$ cat src/hw/rtl/tdes_pkg.sv
// Package: DES permutation tables, S-boxes and helper functions for the 3DES core.
package tdes_pkg;

	typedef logic [63:0] blk_t;
	typedef logic [47:0] subkey_t;

	localparam int NumRounds = 48;

	typedef enum logic [0:0] {
		REG_KEY_LEFT  = 1'b0,
		REG_KEY_RIGHT = 1'b1
	} reg_idx_t;

	typedef logic [5:0] tab64_t [64];
	typedef logic [5:0] tab56_t [56];
	typedef logic [5:0] tab48_t [48];
	typedef logic [4:0] tab32_t [32];
	typedef logic [3:0] sbox_t [8][64];

	localparam tab64_t IpTab = '{
		57,49,41,33,25,17,9,1, 59,51,43,35,27,19,11,3,
		61,53,45,37,29,21,13,5, 63,55,47,39,31,23,15,7,
		56,48,40,32,24,16,8,0, 58,50,42,34,26,18,10,2,
		60,52,44,36,28,20,12,4, 62,54,46,38,30,22,14,6};
	localparam tab64_t FpTab = '{
		39,7,47,15,55,23,63,31, 38,6,46,14,54,22,62,30,
		37,5,45,13,53,21,61,29, 36,4,44,12,52,20,60,28,
		35,3,43,11,51,19,59,27, 34,2,42,10,50,18,58,26,
		33,1,41,9,49,17,57,25, 32,0,40,8,48,16,56,24};
	localparam tab48_t ETab = '{
		31,0,1,2,3,4, 3,4,5,6,7,8, 7,8,9,10,11,12, 11,12,13,14,15,16,
		15,16,17,18,19,20, 19,20,21,22,23,24, 23,24,25,26,27,28, 27,28,29,30,31,0};
	localparam tab32_t PTab = '{
		15,6,19,20,28,11,27,16, 0,14,22,25,4,17,30,9,
		1,7,23,13,31,26,2,8, 18,12,29,5,21,10,3,24};
	localparam tab56_t Pc1Tab = '{
		56,48,40,32,24,16,8, 0,57,49,41,33,25,17,
		9,1,58,50,42,34,26, 18,10,2,59,51,43,35,
		62,54,46,38,30,22,14, 6,61,53,45,37,29,21,
		13,5,60,52,44,36,28, 20,12,4,27,19,11,3};
	localparam tab48_t Pc2Tab = '{
		13,16,10,23,0,4, 2,27,14,5,20,9, 22,18,11,3,25,7, 15,6,26,19,12,1,
		40,51,30,36,46,54, 29,39,50,44,32,47, 43,48,38,55,33,52, 45,41,49,35,28,31};
	localparam logic [15:0] RotTwo = 16'b0111111011111100; // bit i set: round i shifts by two

	localparam sbox_t Sbox = '{
		'{14,4,13,1,2,15,11,8,3,10,6,12,5,9,0,7, 0,15,7,4,14,2,13,1,10,6,12,11,9,5,3,8,
		  4,1,14,8,13,6,2,11,15,12,9,7,3,10,5,0, 15,12,8,2,4,9,1,7,5,11,3,14,10,0,6,13},
		'{15,1,8,14,6,11,3,4,9,7,2,13,12,0,5,10, 3,13,4,7,15,2,8,14,12,0,1,10,6,9,11,5,
		  0,14,7,11,10,4,13,1,5,8,12,6,9,3,2,15, 13,8,10,1,3,15,4,2,11,6,7,12,0,5,14,9},
		'{10,0,9,14,6,3,15,5,1,13,12,7,11,4,2,8, 13,7,0,9,3,4,6,10,2,8,5,14,12,11,15,1,
		  13,6,4,9,8,15,3,0,11,1,2,12,5,10,14,7, 1,10,13,0,6,9,8,7,4,15,14,3,11,5,2,12},
		'{7,13,14,3,0,6,9,10,1,2,8,5,11,12,4,15, 13,8,11,5,6,15,0,3,4,7,2,12,1,10,14,9,
		  10,6,9,0,12,11,7,13,15,1,3,14,5,2,8,4, 3,15,0,6,10,1,13,8,9,4,5,11,12,7,2,14},
		'{2,12,4,1,7,10,11,6,8,5,3,15,13,0,14,9, 14,11,2,12,4,7,13,1,5,0,15,10,3,9,8,6,
		  4,2,1,11,10,13,7,8,15,9,12,5,6,3,0,14, 11,8,12,7,1,14,2,13,6,15,0,9,10,4,5,3},
		'{12,1,10,15,9,2,6,8,0,13,3,4,14,7,5,11, 10,15,4,2,7,12,9,5,6,1,13,14,0,11,3,8,
		  9,14,15,5,2,8,12,3,7,0,4,10,1,13,11,6, 4,3,2,12,9,5,15,10,11,14,1,7,6,0,8,13},
		'{4,11,2,14,15,0,8,13,3,12,9,7,5,10,6,1, 13,0,11,7,4,9,1,10,14,3,5,12,2,15,8,6,
		  1,4,11,13,12,3,7,14,10,15,6,8,0,5,9,2, 6,11,13,8,1,4,10,7,9,5,0,15,14,2,3,12},
		'{13,2,8,4,6,15,11,1,10,9,3,14,5,0,12,7, 1,15,13,8,10,3,7,4,12,5,6,11,0,14,9,2,
		  7,11,4,1,9,12,14,2,0,6,10,13,15,3,5,8, 2,1,14,7,4,10,8,13,15,12,9,0,3,5,6,11}};

	// Table entries count from the MSB, zero based.
	function automatic blk_t perm_ip(input blk_t v);
		blk_t r;
		for (int i = 0; i < 64; i++) r[63-i] = v[63-IpTab[i]];
		return r;
	endfunction

	function automatic blk_t perm_fp(input blk_t v);
		blk_t r;
		for (int i = 0; i < 64; i++) r[63-i] = v[63-FpTab[i]];
		return r;
	endfunction

	function automatic logic [55:0] perm_pc1(input blk_t v);
		logic [55:0] r;
		for (int i = 0; i < 56; i++) r[55-i] = v[63-Pc1Tab[i]];
		return r;
	endfunction

	// Key schedule state after round rnd's shift, built from the PC-1 output.
	function automatic logic [55:0] cd_round(input logic [55:0] cd, input int rnd);
		logic [27:0] c;
		logic [27:0] d;
		int sh;
		c = cd[55:28];
		d = cd[27:0];
		sh = 0;
		for (int i = 0; i <= rnd; i++) sh += RotTwo[i] ? 2 : 1;
		for (int i = 0; i < sh; i++) begin
			c = {c[26:0], c[27]};
			d = {d[26:0], d[27]};
		end
		return {c, d};
	endfunction

	function automatic subkey_t perm_pc2(input logic [55:0] v);
		subkey_t r;
		for (int i = 0; i < 48; i++) r[47-i] = v[55-Pc2Tab[i]];
		return r;
	endfunction

	function automatic logic [31:0] feistel(input logic [31:0] rv, input subkey_t k);
		logic [47:0] x;
		logic [31:0] s;
		logic [31:0] p;
		logic [5:0] six;
		for (int i = 0; i < 48; i++) x[47-i] = rv[31-ETab[i]];
		x = x ^ k;
		for (int b = 0; b < 8; b++) begin
			six = x[47-6*b -: 6];
			s[31-4*b -: 4] = Sbox[b][{six[5], six[0], six[4:1]}];
		end
		for (int i = 0; i < 32; i++) p[31-i] = s[31-PTab[i]];
		return p;
	endfunction

endpackage

$ cat src/hw/rtl/tdes_round_cell.sv
// One Feistel round cell: applies a round and passes valid and halves to the next cell.
module tdes_round_cell (
	input  logic             clk,
	input  logic             arst_n,
	input  logic             adv,
	input  logic             in_vld,
	input  tdes_pkg::blk_t   in_lr,
	input  tdes_pkg::subkey_t subkey,
	input  logic             first,
	input  logic             last,
	output logic             out_vld,
	output tdes_pkg::blk_t   out_lr
);
	import tdes_pkg::*;

	logic [31:0] l;
	logic [31:0] r;
	blk_t        nxt;
	blk_t        lr_q;
	logic        vld_q;

	always_comb begin
		// Unwrap FP at DES boundaries and apply IP of the next pass.
		if (first) {l, r} = perm_ip(in_lr);
		else {l, r} = in_lr;
		nxt = {r, l ^ feistel(r, subkey)};
		// Final round of a pass: swap halves and apply FP.
		if (last) nxt = perm_fp({nxt[31:0], nxt[63:32]});
	end

	always_ff @(posedge clk or negedge arst_n) begin
		if (!arst_n) vld_q <= 1'b0;
		else if (adv) vld_q <= in_vld;
	end

	always_ff @(posedge clk) begin
		if (adv) lr_q <= nxt;
	end

	assign out_vld = vld_q;
	assign out_lr  = lr_q;
endmodule

$ cat config.mk
export PLATFORM = sky130hd
export DESIGN_NAME = tdes_round_cell
export DESIGN_NICKNAME = d
export VERILOG_FILES = /design/src/hw/rtl/tdes_pkg.sv /design/src/hw/rtl/tdes_round_cell.sv
export SDC_FILE = /design/constraint.sdc
export NUM_CORES = 1
export LEC_CHECK = 0
export BUFFER_PORTS_ARGS = -buffer_cell sky130_fd_sc_hd__buf_2
export CORE_ASPECT_RATIO = 1.4
export CORE_MARGIN = 2
export CORE_UTILIZATION = 34
export CTS_CLUSTER_SIZE = 14
export DETAILED_ROUTE_END_ITERATION = 10
export PLACE_DENSITY = 0.58
export REMOVE_ABC_BUFFERS = 1
export SLEW_MARGIN = 20
export SYNTH_ARGS = -nofsm -noshare
export SYNTH_HDL_FRONTEND = slang
export SYNTH_SLANG_ARGS = --single-unit
$ cat constraint.sdc
create_clock -name clk -period 0.89 [get_ports clk]
set_clock_uncertainty 0.05 [all_clocks]
set_input_delay 0.0445 -clock clk [delete_from_list [all_inputs] [get_ports clk]]
set_output_delay 0.0445 -clock clk [all_outputs]
set_load 0.01 [all_outputs]
==> results by group <==
Route
  – DRC viols: 0
  – Starting DRC count in detailed routing: 595
  – Via count: 10601
  – Final ANT Viol Nets: 0
  – Routed length per instance: 20.9 µm
  – Post-Route WL: 41.2 mm
  – Drt via density: 5.38
  – Initial DRT Pass Iterations: 6

Setup path
  – CP Launch Type: input pin
  – Crit path DAT: 2.48 ns
  – Setup Crit Path Kind: in -> reg
  – Critical path endpoint category: flip-flop
  – WP data required: 0.92 ns
  – Crit-path max FO: 8

Timing
  – Crit path time final: 2.46 ns
  – Worst-Margin Slew: 0.480 ns
  – Final period utilization: 2.76
  – Fin. Hold Viols: 0
  – Slew margin rel.: 0.671
  – Fin Setup TNS: -77.86 ns
  – RSZ-0062 raised after global routing: true
  – Max Freq: 407 MHz
  – Worst Setup Slack, final: -1.57 ns
  – Fin. max-slew vios: 0
  – Final setup fails: 126

GRT
  – Initial antenna violation count: 4
  – GRT Total Usage: 0.268
  – Total grt overflow: 0
  – Largest net degree at the start of global routing: 26
  – Vias in the first global route: 10958
  – First-pass GRT wire length: 61.3 mm

Logic synthesis
  – Synth area leader: edfxtp_1
  – Yosys reg bits: 65
  – Post-synth EDFFs: 64
  – Average size of a mapped cell: 9.73 µm²
  – Synthesized area: 9520 µm²
  – Synth area leaders: edfxtp_1, mux2i_1, ha_1
  – Synth Instances: 978
  – Async SR Flop Fraction: 0.0154
  – Yosys top cell area share: 0.202
  – Warnings from Yosys: 0
  – Cell variety after synth: 73
  – Sequential area share after synthesis: 0.205
  – Most used DFF post-synth: edfxtp_1

Floorplan
  – Placeable core area: 27600 µm²
  – Die H: 202 µm
  – Std cell rows: 72
  – I/O pin count: 183
  – Die width: 145 µm
  – Die area: 29400 µm²
  – Initial Util: 0.345

CTS
  – Clock edge transition at the registers on the reported setup and hold paths: 0.05 ns
  – CTS max path bufs: 2
  – CTS tree: done
  – Root buffer cell: clkbuf_16
  – H-tree level count: 3
  – CTS Sinks: 65
  – Clock Latency Late Sink: 0.33 ns
  – CTS buffer count: 9

Placed design
  – Inst Count DP: 1846
  – Input/output buffers: 182
  – Place WS: -2.27 ns
  – Hpwl dp: 32.0 mm
  – Placer Congestion: 0.984

Cells and area
  – Share of cells above drive strength 1: 0.611
  – Synth-to-Final Area Change: 76.1%
  – Fillers: 2309
  – Fin nets: 1770
  – Post-route insts no fill: 1970

Power
  – P_leak: 0.00718 µW
  – Total power divided by cell area: 1510 nW/µm²
  – Max rail drop VDD: 0.840 mV

Status
  – Status: finished with violations
  – Failing checks: setup timing

Worst hold path
  – Worst hold path type: in -> reg

Run
  – Max-capacitance violation count: 0
[logic make-up after synthesis]
group	after synthesis	share of synthesized area
DFF	65	0.205
adders and majority gates	62	0.0815
buffers and inverters	103	0.0523
AOI/OAI and AO/OA	234	0.173
and+or+nand+nor	217	0.101
muxes	167	0.244
xor gates and xnor gates	130	0.144
[final timing paths]
check / startpoint / end / slack, ns / cells after the start
worst max-delay path: first / out_lr[3] / -1.57 / 12
worst min-delay path: adv / out_vld / 0.1 / 2
worst max register to register: out_vld / out_vld / 0.10 / 1
worst min register to register: out_vld / out_vld / 0.46 / 1
max in group asynchronous: arst_n / out_vld / 0.21 / 3
min in group asynchronous: arst_n / out_vld / 0.48 / 3
[state kept, by name, indices dropped and copies added (netlist names)]
name and cells:
out_vld 1, out_lr 64
[layer usage]
layer / share of wire / vias up / track usage
met5: 0 / - / 0
met2: 0.53 / 437 / 0.499
li1: - / 4921 / -
met4: 0.050 / 0 / 0.126
met3: 0.058 / 105 / 0.0357
met1: 0.37 / 5138 / 0.301
[cell type report]
type,instances,area [µm²],share of cell area
clock inverter,4,20.0,0.00119
sequential,65,1950,0.116
tap,370,463,0.0276
multi-input combinational,810,8700,0.519
timing repair buffer,665,5220,0.311
antenna,5,12.5,0.000746
inverter,39,169,0.0101
clock buffer,12,236,0.0141
[power breakdown]
| group | leakage, µW | total (µW) | internal, µW | switching [µW] |
|---|---|---|---|---|
| combinational | 0.00641 | 17600 | 8940 | 8630 |
| sequential | 0.000638 | 4470 | 4180 | 289 |
| clock | 0.000130 | 3200 | 1870 | 1330 |
[what timing repair did]
item	4_1_cts	5_1_grt
setup buffers	72	38
endpoints found under the setup margin	126	125
endpoints found under the hold margin	2	0
gates resized for setup	250	152
hold buffers	3	0
pin swaps	105	85
gates cloned	1	0
[synthesized netlist by cell type, types with 4 or more instances]
master	instances
mux2i_1	106
nand2_1	67
nor2_1	65
edfxtp_1	64
xnor2_1	64
ha_1	62
a21oi_1	39
xor2_1	37
o21ai_0	32
nand3_1	31
a211oi_1	30
mux4_2	30
inv_1	29
o211ai_1	28
clkbuf_1	25
nor3_1	23
buf_2	21
mux2i_4	20
a31oi_1	19
xnor2_2	17
xor2_2	11
o2111ai_1	10
inv_2	9
mux2_2	8
or3_1	8
a211o_1	7
buf_1	7
o22ai_1	7
a2111oi_0	6
a311oi_1	6
o21ai_1	6
buf_4	5
nand2b_1	5
a221oi_1	4
o32ai_1	4
[cell usage in the layout, fill, tap and decap left out, types with 23 or more instances in the layout]
cell type | Yosys | final
buf_12 | 2 | 27
ha_4 | 0 | 25
edfxtp_1 | 64 | 64
nand2_1 | 67 | 62
mux2i_1 | 106 | 95
buf_6 | 3 | 74
xnor2_1 | 64 | 40
xor2_1 | 37 | 27
nor2_1 | 65 | 55
mux2i_4 | 20 | 25
buf_4 | 5 | 378
a21oi_1 | 39 | 29
mux4_2 | 30 | 30
nand3_1 | 31 | 28
buf_2 | 21 | 177
o211ai_1 | 28 | 28
xnor2_2 | 17 | 23
[metrics by stage]
stage,instance area (µm²),utilization,power (µW),hold WS (ns)
final,16800,0.608,25200,0.0965
after global routing,16800,0.608,26500,0.0927
after CTS,15800,0.572,23700,0.0884
after detailed placement,13600,0.495,18100,-0.229
after global placement,13600,0.495,18000,-0.231
after floorplan,9170,-,11400,-0.301
[critical path, stage by stage]
cell      delay, ns
buf_12         0.12
buf_12         0.15
buf_8          0.11
mux2i_4        0.30
xnor2_4        0.16
buf_6          0.15
buf_6          0.10
ha_2           0.20
mux4_2         0.48
a221oi_2       0.29
xor2_1         0.23
mux2i_1        0.11
Note: power is estimated with default switching activity, not from simulation.
